===== config.mk =====
export PLATFORM = sky130hd
export DESIGN_NAME = stl_front
export DESIGN_NICKNAME = d
export VERILOG_FILES = /design/src/sv/stl_pkg.sv /design/src/sv/stl_front.sv
export SDC_FILE = /design/constraint.sdc
export NUM_CORES = 1
export LEC_CHECK = 0
export BUFFER_PORTS_ARGS = -buffer_cell sky130_fd_sc_hd__buf_2
export CORE_AREA = 2 2 145 147
export DETAILED_ROUTE_END_ITERATION = 7
export DIE_AREA = 0 0 147 149
export PLACE_DENSITY = 0.85
export SLEW_MARGIN = 30
export SYNTH_ARGS = -nofsm -noshare
export SYNTH_HDL_FRONTEND = slang
export SYNTH_SLANG_ARGS = --single-unit

===== constraint.sdc =====
create_clock -name clk -period 8.9 [get_ports clk]
set_input_delay 1.78 -clock clk [delete_from_list [all_inputs] [get_ports clk]]
set_output_delay 1.78 -clock clk [all_outputs]
set_load 0.005 [all_outputs]

===== src/sv/stl_pkg.sv =====
// ---------------------------------------------------------------------------
// Symbol table package
// Shared types and constants for the symbol table lookup and insert unit.
// ---------------------------------------------------------------------------
package stl_pkg;

    localparam int TABLE_DEPTH_DEF = 128;
    localparam int NAME_BYTES_DEF  = 16;

    typedef enum logic [1:0] {
        ST_FOUND   = 2'd0,
        ST_CREATED = 2'd1,
        ST_FULL    = 2'd2,
        ST_EMPTY   = 2'd3
    } status_t;

    typedef struct packed {
        logic [63:0] name_high;
        logic [63:0] name_low;
    } req_t;

    typedef struct packed {
        status_t            status;
        logic [6:0]         entry_index;
        logic               entry_kind;
        logic signed [63:0] int_value;
    } rsp_t;

    // Preset lambda names
    localparam logic [63:0] PRESET_LO0 = 64'h2B;
    localparam logic [63:0] PRESET_LO1 = 64'h2A;
    localparam logic [63:0] PRESET_LO2 = 64'h6D616C2D656B616D;
    localparam logic [63:0] PRESET_HI2 = 64'h616462;
    localparam int          PRESET_COUNT = 3;

endpackage


===== src/sv/stl_front.sv =====
// ---------------------------------------------------------------------------
// Symbol table front end
// Accepts names, masks bytes from the terminator on and past NAME_BYTES, queues them for the back end.
// ---------------------------------------------------------------------------
module stl_front
    import stl_pkg::*;
#(
    parameter int NAME_BYTES = NAME_BYTES_DEF
)
(
    input  logic clk,
    input  logic rst_n,
    input  req_t in_data,
    input  logic push,
    output logic full,
    output req_t q_data,
    output logic q_valid,
    input  logic q_take
);

    logic [127:0] raw;
    logic [127:0] masked;
    logic         alive;
    req_t         slot_reg [2];
    logic [1:0]   cnt_reg;
    logic         rd_reg;
    logic         wr_reg;

    // Keep bytes up to the first zero byte and below NAME_BYTES
    always_comb
    begin
        raw    = {in_data.name_high, in_data.name_low};
        masked = '0;
        alive  = 1'b1;
        for (int i = 0; i < 16; i++)
        begin
            if (raw[8*i +: 8] == 8'd0 || i >= NAME_BYTES)
                alive = 1'b0;
            if (alive)
                masked[8*i +: 8] = raw[8*i +: 8];
        end
    end

    assign full    = cnt_reg[1];
    assign q_valid = cnt_reg != 2'd0;
    assign q_data  = slot_reg[rd_reg];

    // Two-entry queue toward the back end
    always_ff @(posedge clk or negedge rst_n)
    begin
        if (!rst_n)
        begin
            cnt_reg <= '0;
            rd_reg  <= 1'b0;
            wr_reg  <= 1'b0;
        end
        else
        begin
            if (push && !full)
                wr_reg <= ~wr_reg;
            if (q_take && q_valid)
                rd_reg <= ~rd_reg;
            cnt_reg <= cnt_reg + 2'(push && !full) - 2'(q_take && q_valid);
        end
    end

    always_ff @(posedge clk)
    begin
        if (push && !full)
            slot_reg[wr_reg] <= '{name_high: masked[127:64], name_low: masked[63:0]};
    end

endmodule


# ---- After elaboration in Yosys (flattened, before gate mapping)
# Memories as Yosys holds them, arrays and structs flattened.
# Cells that the tools add are included.
dict set report word_totals {
  regBits 4
  ram_bits 256
  out_inout_bits 130
  word_cells 62
  memories 1
}
# name depth width read_ports rd_ports_with_merged_regs write_ports line
set mem_list {}
lappend mem_list {slot_reg 2 128 1 0 1 stl_front.sv:24} ;# req_t slot_reg [2];
dict set report classes {
  addsub 2
  n_mux 34
  bitwise_logic 2
  n_reduce_logical 20
}
# op count
set op_table {}
lappend op_table {{8-bit logical NOT} 16}
lappend op_table {{8-bit 2-to-1 mux} 16}
lappend op_table {{1-bit 2-to-1 mux} 18}
lappend op_table {{2-bit by 1-bit adder with 2-bit output} 1}
lappend op_table {{1-bit logical AND} 2}
lappend op_table {{1-bit NOT} 2}
lappend op_table {{2-bit nonzero test} 1}
lappend op_table {{2-bit by 1-bit subtractor with 2-bit output} 1}
lappend op_table {{1-bit logical NOT} 1}

# ---- Logic depth before layout (Yosys ltp)
# Gate-level depths: netlist of run 1.
dict set report depth {
  depth_word 18
  ltp_mapped 7
}

# ---- Worst setup path before layout of run 1
# OpenSTA, ideal clock, no wires.
dict set report synth_path {
  path_kind {input port to flip-flop}
  start {in push}
  end {mem slot_reg[0][0] (netlist bit) (enable)}
  arrival_ns 7.219
  required_ns 8.283
  setup_slack_ns 1.064
  path_stages 2
  path_buffers 0
  cell_sequence {nand2b_1 > nor2_1}
}
dict set report synth_via {
  elab_chain_len 3
}
# item line
set synth_lines {}
lappend synth_lines {{start, declared} stl_front.sv:14} ;# input logic push,
lappend synth_lines {{1-bit logical AND} stl_front.sv:69} ;# if (push && !full)
lappend synth_lines {{1-bit 2-to-1 mux} stl_front.sv:69}
lappend synth_lines {{1-bit 2-to-1 mux (implied by the code)} stl_front.sv:70} ;# slot_reg[wr_reg] <= '{name_high: masked[127:64], name_low: masked[63:0]};
lappend synth_lines {{end, declared} stl_front.sv:24}
# No other way between the ends.

==> results of run 1 <==
==> where the power goes <==
group	switching (mW)	internal, mW	total, mW
logic	0.468	0.490	0.959
clock network	0.429	0.564	0.993
registers	0.0855	1.62	1.71
==> kinds of logic (layout without fill, tap and decap cells) <==
kind of cell / count (synthesis) / in the layout / synth area share, %
xor gates and xnor gates: 4 / 4 / 0.331
buffers and inverters: 32 / 317 / 1.31
and+or+nand+nor: 184 / 184 / 10.9
adders and majority gates: 2 / 2 / 0.236
DFF: 260 / 260 / 73.5
AOI/OAI and AO/OA: 1 / 1 / 0.0472
other: 0 / 5 / 0
muxes: 128 / 128 / 13.6
==> metal layers <==
layer / share of wire [%] / wire (um)
met5: 0 / 0
met4: 4.4 / 984
met3: 6.1 / 1370
met2: 51 / 11300
met1: 39 / 8600
==> worst max-delay path: cells and delay by family (launching register included) <==
family                 cells  cell delay [ps]
buffers and inverters      2              790
muxes                      1              440
DFF                        1              700
==> layout by cell type (no fill, tap or decap), drive strengths merged, types with 2 or more instances in the layout <==
master / instances
nand3: 4
clkinv: 13
ha: 2
xnor2: 3
dfrtp: 4
and2: 90
and3: 32
nor3: 2
clkbuf: 32
or4: 2
nor4: 31
nor2: 5
edfxtp: 256
inv: 2
nand2: 15
mux2: 128
buf: 268
diode: 5
==> cell type report <==
type                    count  area (um^2)
well taps                 275          344
multi-input cells         319         2680
clock buffers              32          673
repair buffers            268         1390
inverters                   2         7.51
clock inverters            15          103
diodes                      5         12.5
fillers                  1482         7560
flip-flops and latches    260         7790
==> cell usage after synthesis, types with 2 or more instances <==
library cell               instances  area share [%]
sky130_fd_sc_hd__or4_1             2            0.14
sky130_fd_sc_hd__and2_1           89             5.3
sky130_fd_sc_hd__and3_1           32             1.9
sky130_fd_sc_hd__xnor2_1           3            0.25
sky130_fd_sc_hd__nand3_1           3            0.14
sky130_fd_sc_hd__nand2_1          12            0.43
sky130_fd_sc_hd__nand2_2           3            0.18
sky130_fd_sc_hd__clkbuf_1         15            0.53
sky130_fd_sc_hd__nor4_1           28             1.7
sky130_fd_sc_hd__ha_1              2            0.24
sky130_fd_sc_hd__edfxtp_1        256              73
sky130_fd_sc_hd__nor4_4            2            0.40
sky130_fd_sc_hd__buf_2            15            0.71
sky130_fd_sc_hd__nor2_1            5            0.18
sky130_fd_sc_hd__mux2_2          128              14
sky130_fd_sc_hd__dfrtp_1           4            0.95
sky130_fd_sc_hd__inv_1             2           0.071
==> path summary, 6_finish.rpt <==
path	start	endpoint	slack, ps	cells past startpoint
setup / recovery	rd_reg$_DFFE_PN0P_	q_data[38]	4620	3
hold / removal	cnt_reg[0]$_DFF_PN0_	cnt_reg[0]$_DFF_PN0_	500	1
setup reg to reg	cnt_reg[1]$_DFF_PN0_	slot_reg[1][48]$_DFFE_PP_	6360	4
hold reg to reg	cnt_reg[0]$_DFF_PN0_	cnt_reg[0]$_DFF_PN0_	500	1
max in group asynchronous	rst_n	rd_reg$_DFFE_PN0P_	7710	1
min in group asynchronous	rst_n	cnt_reg[0]$_DFF_PN0_	1060	1
==> stage by stage <==
step                cells  power, mW  setup slack (ps)
detailed placement   1124       2.70              4740
CTS                  1171       3.70              4600
global route         1175       3.83              4520
floorplan             611       2.32              1060
global placement     1123       2.67              4680
finish               1176       3.66              4620
==> run summary, run 1 <==
The run finished with clean final reports. The headroom to the max-slew limit came out at a little over two fifths. Setup repair after global routing left no endpoint under its margin. The final wirelength came out at about 22000 um. The worst path arrival time came out at around 2500 ps.

The layout cell share with drive strength beyond 1 is about half. After global routing, the most crowded layer is met2. Buffers added to address setup during post-CTS repair amount to 0.

The starting utilization of the core area came out at between 50% and 60%. The flip-flop count of the largest register after layout came out at about 260. The core region area came out at a little over 20000 um^2. In this run the worst hold path is classified as register to register. For the pin with the worst max-slew slack, the measured transition is around 840 ps. The required arrival time at the worst endpoint is between 7000 and 8000 ps.

The average vias per placed instance is 5.26. The final routed wire length divided by cell count is approximately 19 um. The cell area after placement came out at between 10000 and 15000 um^2. The post-synthesis sequential element count is between 200 and 300. The number of sinks on the clock net came out at 260. The count of pins over their slew limit is 0.

Counting along the longest clock path gives a buffer depth of 3. The initial antenna violation count is 5. The HPWL after detailed placement is 15200 um. The worst-case clock skew came out at about 14 ps. For this run, the post-layout net count is a little over 1000.

Derived from the worst setup path, the maximum achievable clock frequency is 234 MHz. For this run, design rule violations remaining after detail routing come to 0. Walking the worst path, the cells encountered are buf_4 > mux2_2 > buf_2.

The number of design-rule violations left by the first detailed-router iteration came out at approximately 240. The clock insertion delay at the later pin of the skew report is ~530 ps. Summed over all cells, the static leakage comes to between 4 and 5 nW.

The worst setup path is of the register to primary output kind. The number of enable-type register cells in the synthesized netlist is between 200 and 300. The largest driver fanout on the critical path is between 50 and 60. The distinct cell type count after synthesis came out at 27. The sort of element at the end of the critical path is a primary output. In the synthesized netlist, the number of instances is around 610.

The overall die area came out at approximately 22000 um^2. In the synthesized netlist the dominant register cell turns out to be sky130_fd_sc_hd__edfxtp_1. The number of buffers added on ports came out at around 260. The global-route wire length before repair came out at around 33000 um. The detailed router placed ~6000 vias in this run. The final critical path takes up between 40% and 50% of the cycle.

Setup violations remaining at the end of the flow were counted as 0. The number of nets handed over by synthesis was around 750. The site row count is between 50 and 60. The setup TNS came out at 0 ps. The number of gates given a new drive strength after cts is 0. The combined area of all synthesized cells is 10600 um^2. The remaining global-route overflow came out at 0.

The number of global-route vias before repair came out at between 6000 and 7000. The floorplan die width is approximately 150 um. The area growth from synthesis to layout is 22.8%.

The critical path startpoint category is a register. The number of synthesis warnings came out at 0. The hold buffer count at CTS is 0. From bottom edge to top edge, the die measures around 150 um.

IR analysis of the VDD net gives a maximum drop of ~0.18 mV. The per-instance average area after synthesis is 17.3 um^2. The congestion estimate from routability-driven global placement came to between 0.8 and 0.9. Global routing used between 30% and 40% of the available met2 tracks. The clock-pin slew on the worst setup and hold paths came out at 60 ps. For this run, global-route usage on met3 was measured as 4.34%. The buffer type at the clock tree root is sky130_fd_sc_hd__clkbuf_16. On the critical path, the stage with the largest delay is an instance of sky130_fd_sc_hd__dfrtp_4. The share of the core filled with cells is between 60 and 70%.

Of all flip-flops after synthesis, the portion carrying an async set or reset was 1.54%. TritonCTS built the clock tree. The first detailed-routing pass took 4 iterations. The total power density per cell area came out at between 200 and 300 nW/um^2. The number of hold violations in the final report was 0. After layout, the minimum clock period comes to 4280 ps. The maximum number of pins on one net before global-route repair came out at between 70 and 80. The final antenna-violating net count came out at 0. Of the synthesized area, sequential elements account for 73.5%. The longest individual stage delay on the worst path is approximately 700 ps. The summed area of non-filler cells in the final layout came out at about 13000 um^2. The max-capacitance violation count is 0. In the global route stage, overall resource usage came out at just under 20%. The number of top-level pins came out at between 200 and 300.

The final hold slack is ~500 ps. The global routing met1 resource utilization came out at approximately a quarter. The deepest level of the CTS H-tree came out at 1.

In this run, CTS created clock tree buffers numbering 26.
Power figures use the tool's default switching activity.
==> run 2, diff against run 1 <==
ABC_AREA = 1   (was not set)
PLACE_DENSITY = 0.87   (was 0.85)
clock period = 4.2 ns   (was 8.9 ns; I/O delays follow)
==> run summary, run 2 <==
The switching fraction of total power is between 30% and 40%. The worst path needs around 3200 ps of the cycle, external delays included. In the final layout, the share of cells above drive strength 1 is approximately 25%.

The final routed wire length divided by cell count came out at 15.4 um. The leading cell type in the layout, fill and taps excluded is sky130_fd_sc_hd__nand2_1. Max-cap violations in this run came to 0.

The number of synthesis warnings came out at 0. The count of pins over their slew limit came out at 0. The number of buffers added on ports is roughly 260. The flow ran to the end, and the final reports show no timing, DRC or antenna violations. The average vias per placed instance is 4.94. The worst path arrival time is ~2300 ps. The global-route wire length before repair came out at 37000 um. The number of design-rule violations left by the first detailed-router iteration is between 500 and 600. The number of global-route vias before repair is about 7800.

The final wirelength is 24200 um. The initial antenna violation count came out at 1. For this run, global-route usage on met3 was measured as under 10%. The detailed-routing iteration count for the pre-antenna-repair pass is 4.

Measured along the x axis, the die boundary spans around 150 um. For this design the ratio of total power to cell area is roughly 620 nW/um^2. The required arrival time at the worst endpoint came out at about 3400 ps. TritonCTS built the clock tree. The number of sinks on the clock net is between 200 and 300. The distinct cell type count after synthesis is 20. The site row count came out at 53.

Dividing the synthesized area by the synthesized cell count gives 10.7 um^2. The top achievable clock speed came out at 316 MHz. The maximum buffer depth of the clock tree came out at 3.

The static power due to leakage is approximately 6 nW. The overall die height is 149 um. The total power after layout came out at between 8 and 9 mW.

By area the synthesized netlist is led by sky130_fd_sc_hd__edfxtp_1, sky130_fd_sc_hd__nand2_1, sky130_fd_sc_hd__nor2_1. Measured against its own limit, the worst slew margin works out to about 47%. The number of enable-type register cells in the synthesized netlist is 256. By count the netlist is led by sky130_fd_sc_hd__nand2_1, sky130_fd_sc_hd__edfxtp_1, sky130_fd_sc_hd__nor2_1, sky130_fd_sc_hd__inv_1, sky130_fd_sc_hd__clkbuf_1. The sort of element at the end of the critical path is a primary output.

The top-area cell type share of the netlist area is a little over two thirds. The flip-flop count of the largest register after layout came out at 256. The layer carrying the most global-route usage is met2. The core region area is just over 20000 um^2. Relative to the synthesized area, the layout overhead comes to 22.8%. Of the total power, the clock network draws between 20% and 30%. The global routing met1 resource utilization came out at about a quarter. Hold timing on the final database bottoms out at a slack of roughly 130 ps. For the worst-skew pair, the clock arrives at the later sink with an insertion delay of between 500 and 600 ps.

The placer congestion estimate is 0.824. The largest driver fanout on the critical path came out at 74. The longest individual stage delay on the worst path came out at approximately 580 ps. After technology mapping, the gate count stands at approximately 1000. In the routed design, unresolved DRC markers number 0. Internal power comes to about 5.6 mW. The number of buffers created by CTS is 26. The met2 usage is around two fifths.

The worst setup path category is register to primary output. The number of buffers inserted by post-CTS setup repair is 0. The post-synthesis sequential element count is 260. The count of antenna diodes in the layout came out at 0. Yosys instantiated no cell more often than sky130_fd_sc_hd__nand2_1. In this run the number of H-tree levels came out at 1. Synthesis produced a netlist with a net count of between 1000 and 1500. Counting stages on the worst path, the most repeated cell is sky130_fd_sc_hd__nand2_1. The summed area of non-filler cells in the final layout is 13300 um^2.

The final antenna-violating net count is 0. The half-perimeter wire length after detailed placement came out at 15900 um. In the layout the commonest cells are sky130_fd_sc_hd__nand2_1, sky130_fd_sc_hd__buf_2, sky130_fd_sc_hd__edfxtp_1, sky130_fd_sc_hd__nor2_1, sky130_fd_sc_hd__inv_1. In this run, post-CTS hold repair placed 0 buffers.

The number of buffers and inverters on the critical path is 3. The final cycle utilization of the critical path came out at 75.3%. The share of the core filled with cells is between 60% and 70%. The share of total power dissipated in combinational logic is 29.4%. The most instantiated flip-flop cell in the synthesis netlist is sky130_fd_sc_hd__edfxtp_1. The sequential power share came out at a little over two fifths. The net count reported at finish came out at 1412. The cell sitting at the root of the clock tree is a sky130_fd_sc_hd__clkbuf_16. STA classifies the critical path startpoint as a register. Entering global routing, the biggest net connects slightly below 90 pins. The clock-pin slew on the worst setup and hold paths came out at ~60 ps. The overall fraction of global-route tracks in use is a little over a fifth. The routed via count is 7760.

The maximum ir drop on the vdd rail came out at about 0.43 mV. For this run the aggregate overflow at the end of global routing stands at 0. Setup violations remaining at the end of the flow were counted as 0. Once the floorplan was initialized, standard cells occupied 52.8% of the core. The worst-case clock skew is between 8 and 9 ps. The sequential area share after synthesis is 71.7%.

The overall die area is roughly 22000 um^2. Among all stages on the critical path, the largest delay is contributed by sky130_fd_sc_hd__inv_4. The cell area after placement came out at between 10000 and 15000 um^2. The analysis attributes to net switching a power of ~2.6 mW.

The proportion of register bits with asynchronous set or reset after synthesis came out at around 1.5%. In this design, the largest share of critical-path delay is due to buffers and inverters. The number of top-level pins came out at 262. Of all cell types, the one taking the most synthesized area is sky130_fd_sc_hd__edfxtp_1.

The number of hold violations in the final report is 0. The worst setup timing slack at the placement stage came out at roughly 1100 ps. The worst hold path belongs to the class input pin to async pin. Setup repair after global routing left no endpoint under its margin. The critical path goes through inv_4 > buf_12 > nand2_1 > nand2_1 > buf_2. At the pin with the least slew margin, the transition time is 797 ps. The number of gates given a new drive strength after cts is 0. The final critical-path setup slack came out at between 1000 and 1500 ps. The combined area of all synthesized cells came out at 10900 um^2.
## run 2: cell types whose count changed in the layout (fill, tap and decap cells not counted), sizes merged, moves of 5 or more
cell    change
and2       -90
and3       -32
clkinv      -5
diode       -5
inv       +127
mux2      -128
nand2     +387
nand4      +11
nor2      +146
nor4       -15
## run 2: cell type report
class                      instances  area [um^2]
clock buffer                      34          702
clock inverter                    11          125
fill                            1514         7230
inverter                         129          487
multi-input combinational        592         2460
sequential                       260         7790
tap                              275          344
timing repair buffer             269         1420
## run 2: final timing paths
| path | depth (start not counted) | to | slack, ps | start |
|---|---|---|---|---|
| max in group asynchronous | 1 | rd_reg$_DFFE_PN0P_ | 3920 | rst_n |
| setup reg to reg | 4 | slot_reg[0][29]$_DFFE_PP_ | 2070 | cnt_reg[1]$_DFF_PN0_ |
| hold / removal | 1 | cnt_reg[1]$_DFF_PN0_ | 130 | rst_n |
| min in group clk | 1 | slot_reg[0][6]$_DFFE_PP_ | 530 | in_data[6] |
| hold reg to reg | 1 | cnt_reg[0]$_DFF_PN0_ | 540 | cnt_reg[0]$_DFF_PN0_ |
| setup / recovery | 5 | q_data[51] | 1040 | rd_reg$_DFFE_PN0P_ |
## run 2: cell families (layout without fill, tap and decap cells)
family | Yosys count | count (layout) | share of synthesized area (%)
buffers and inverters | 165 | 443 | 5.71
xor gates and xnor gates | 4 | 4 | 0.323
and+or+nand+nor | 586 | 586 | 22.0
DFF | 260 | 260 | 71.7
adders and majority gates | 2 | 2 | 0.231
## run 2: worst register-to-register path, stage by stage (launching register included)
cell and delay [ps]:
sky130_fd_sc_hd__dfrtp_1 410, sky130_fd_sc_hd__inv_1 100, sky130_fd_sc_hd__nand2_1 190, sky130_fd_sc_hd__nor2_4 650, sky130_fd_sc_hd__buf_4 440
## run 2: power groups by stage
stage,combinational (mW),sequential [mW],clock (mW)
after floorplan,1.28,3.61,0
after global placement,2.36,3.56,0
after detailed placement,2.43,3.59,0
after CTS,2.44,3.54,2.29
after global routing,2.69,3.57,2.40
final,2.41,3.54,2.25
## run 2: through the flow
step | cells | setup TNS [ps]
after floorplan | 1017 | -138870
after global placement | 1525 | 0
after detailed placement | 1525 | 0
after CTS | 1570 | 0
after global routing | 1570 | 0
final | 1570 | 0
## run 2: per-layer routing
metal | share of wire [%] | wire (um)
met2 | 52 | 12600
met4 | 2.7 | 643
met1 | 39 | 9340
met3 | 6.7 | 1630
met5 | 0.029 | 7
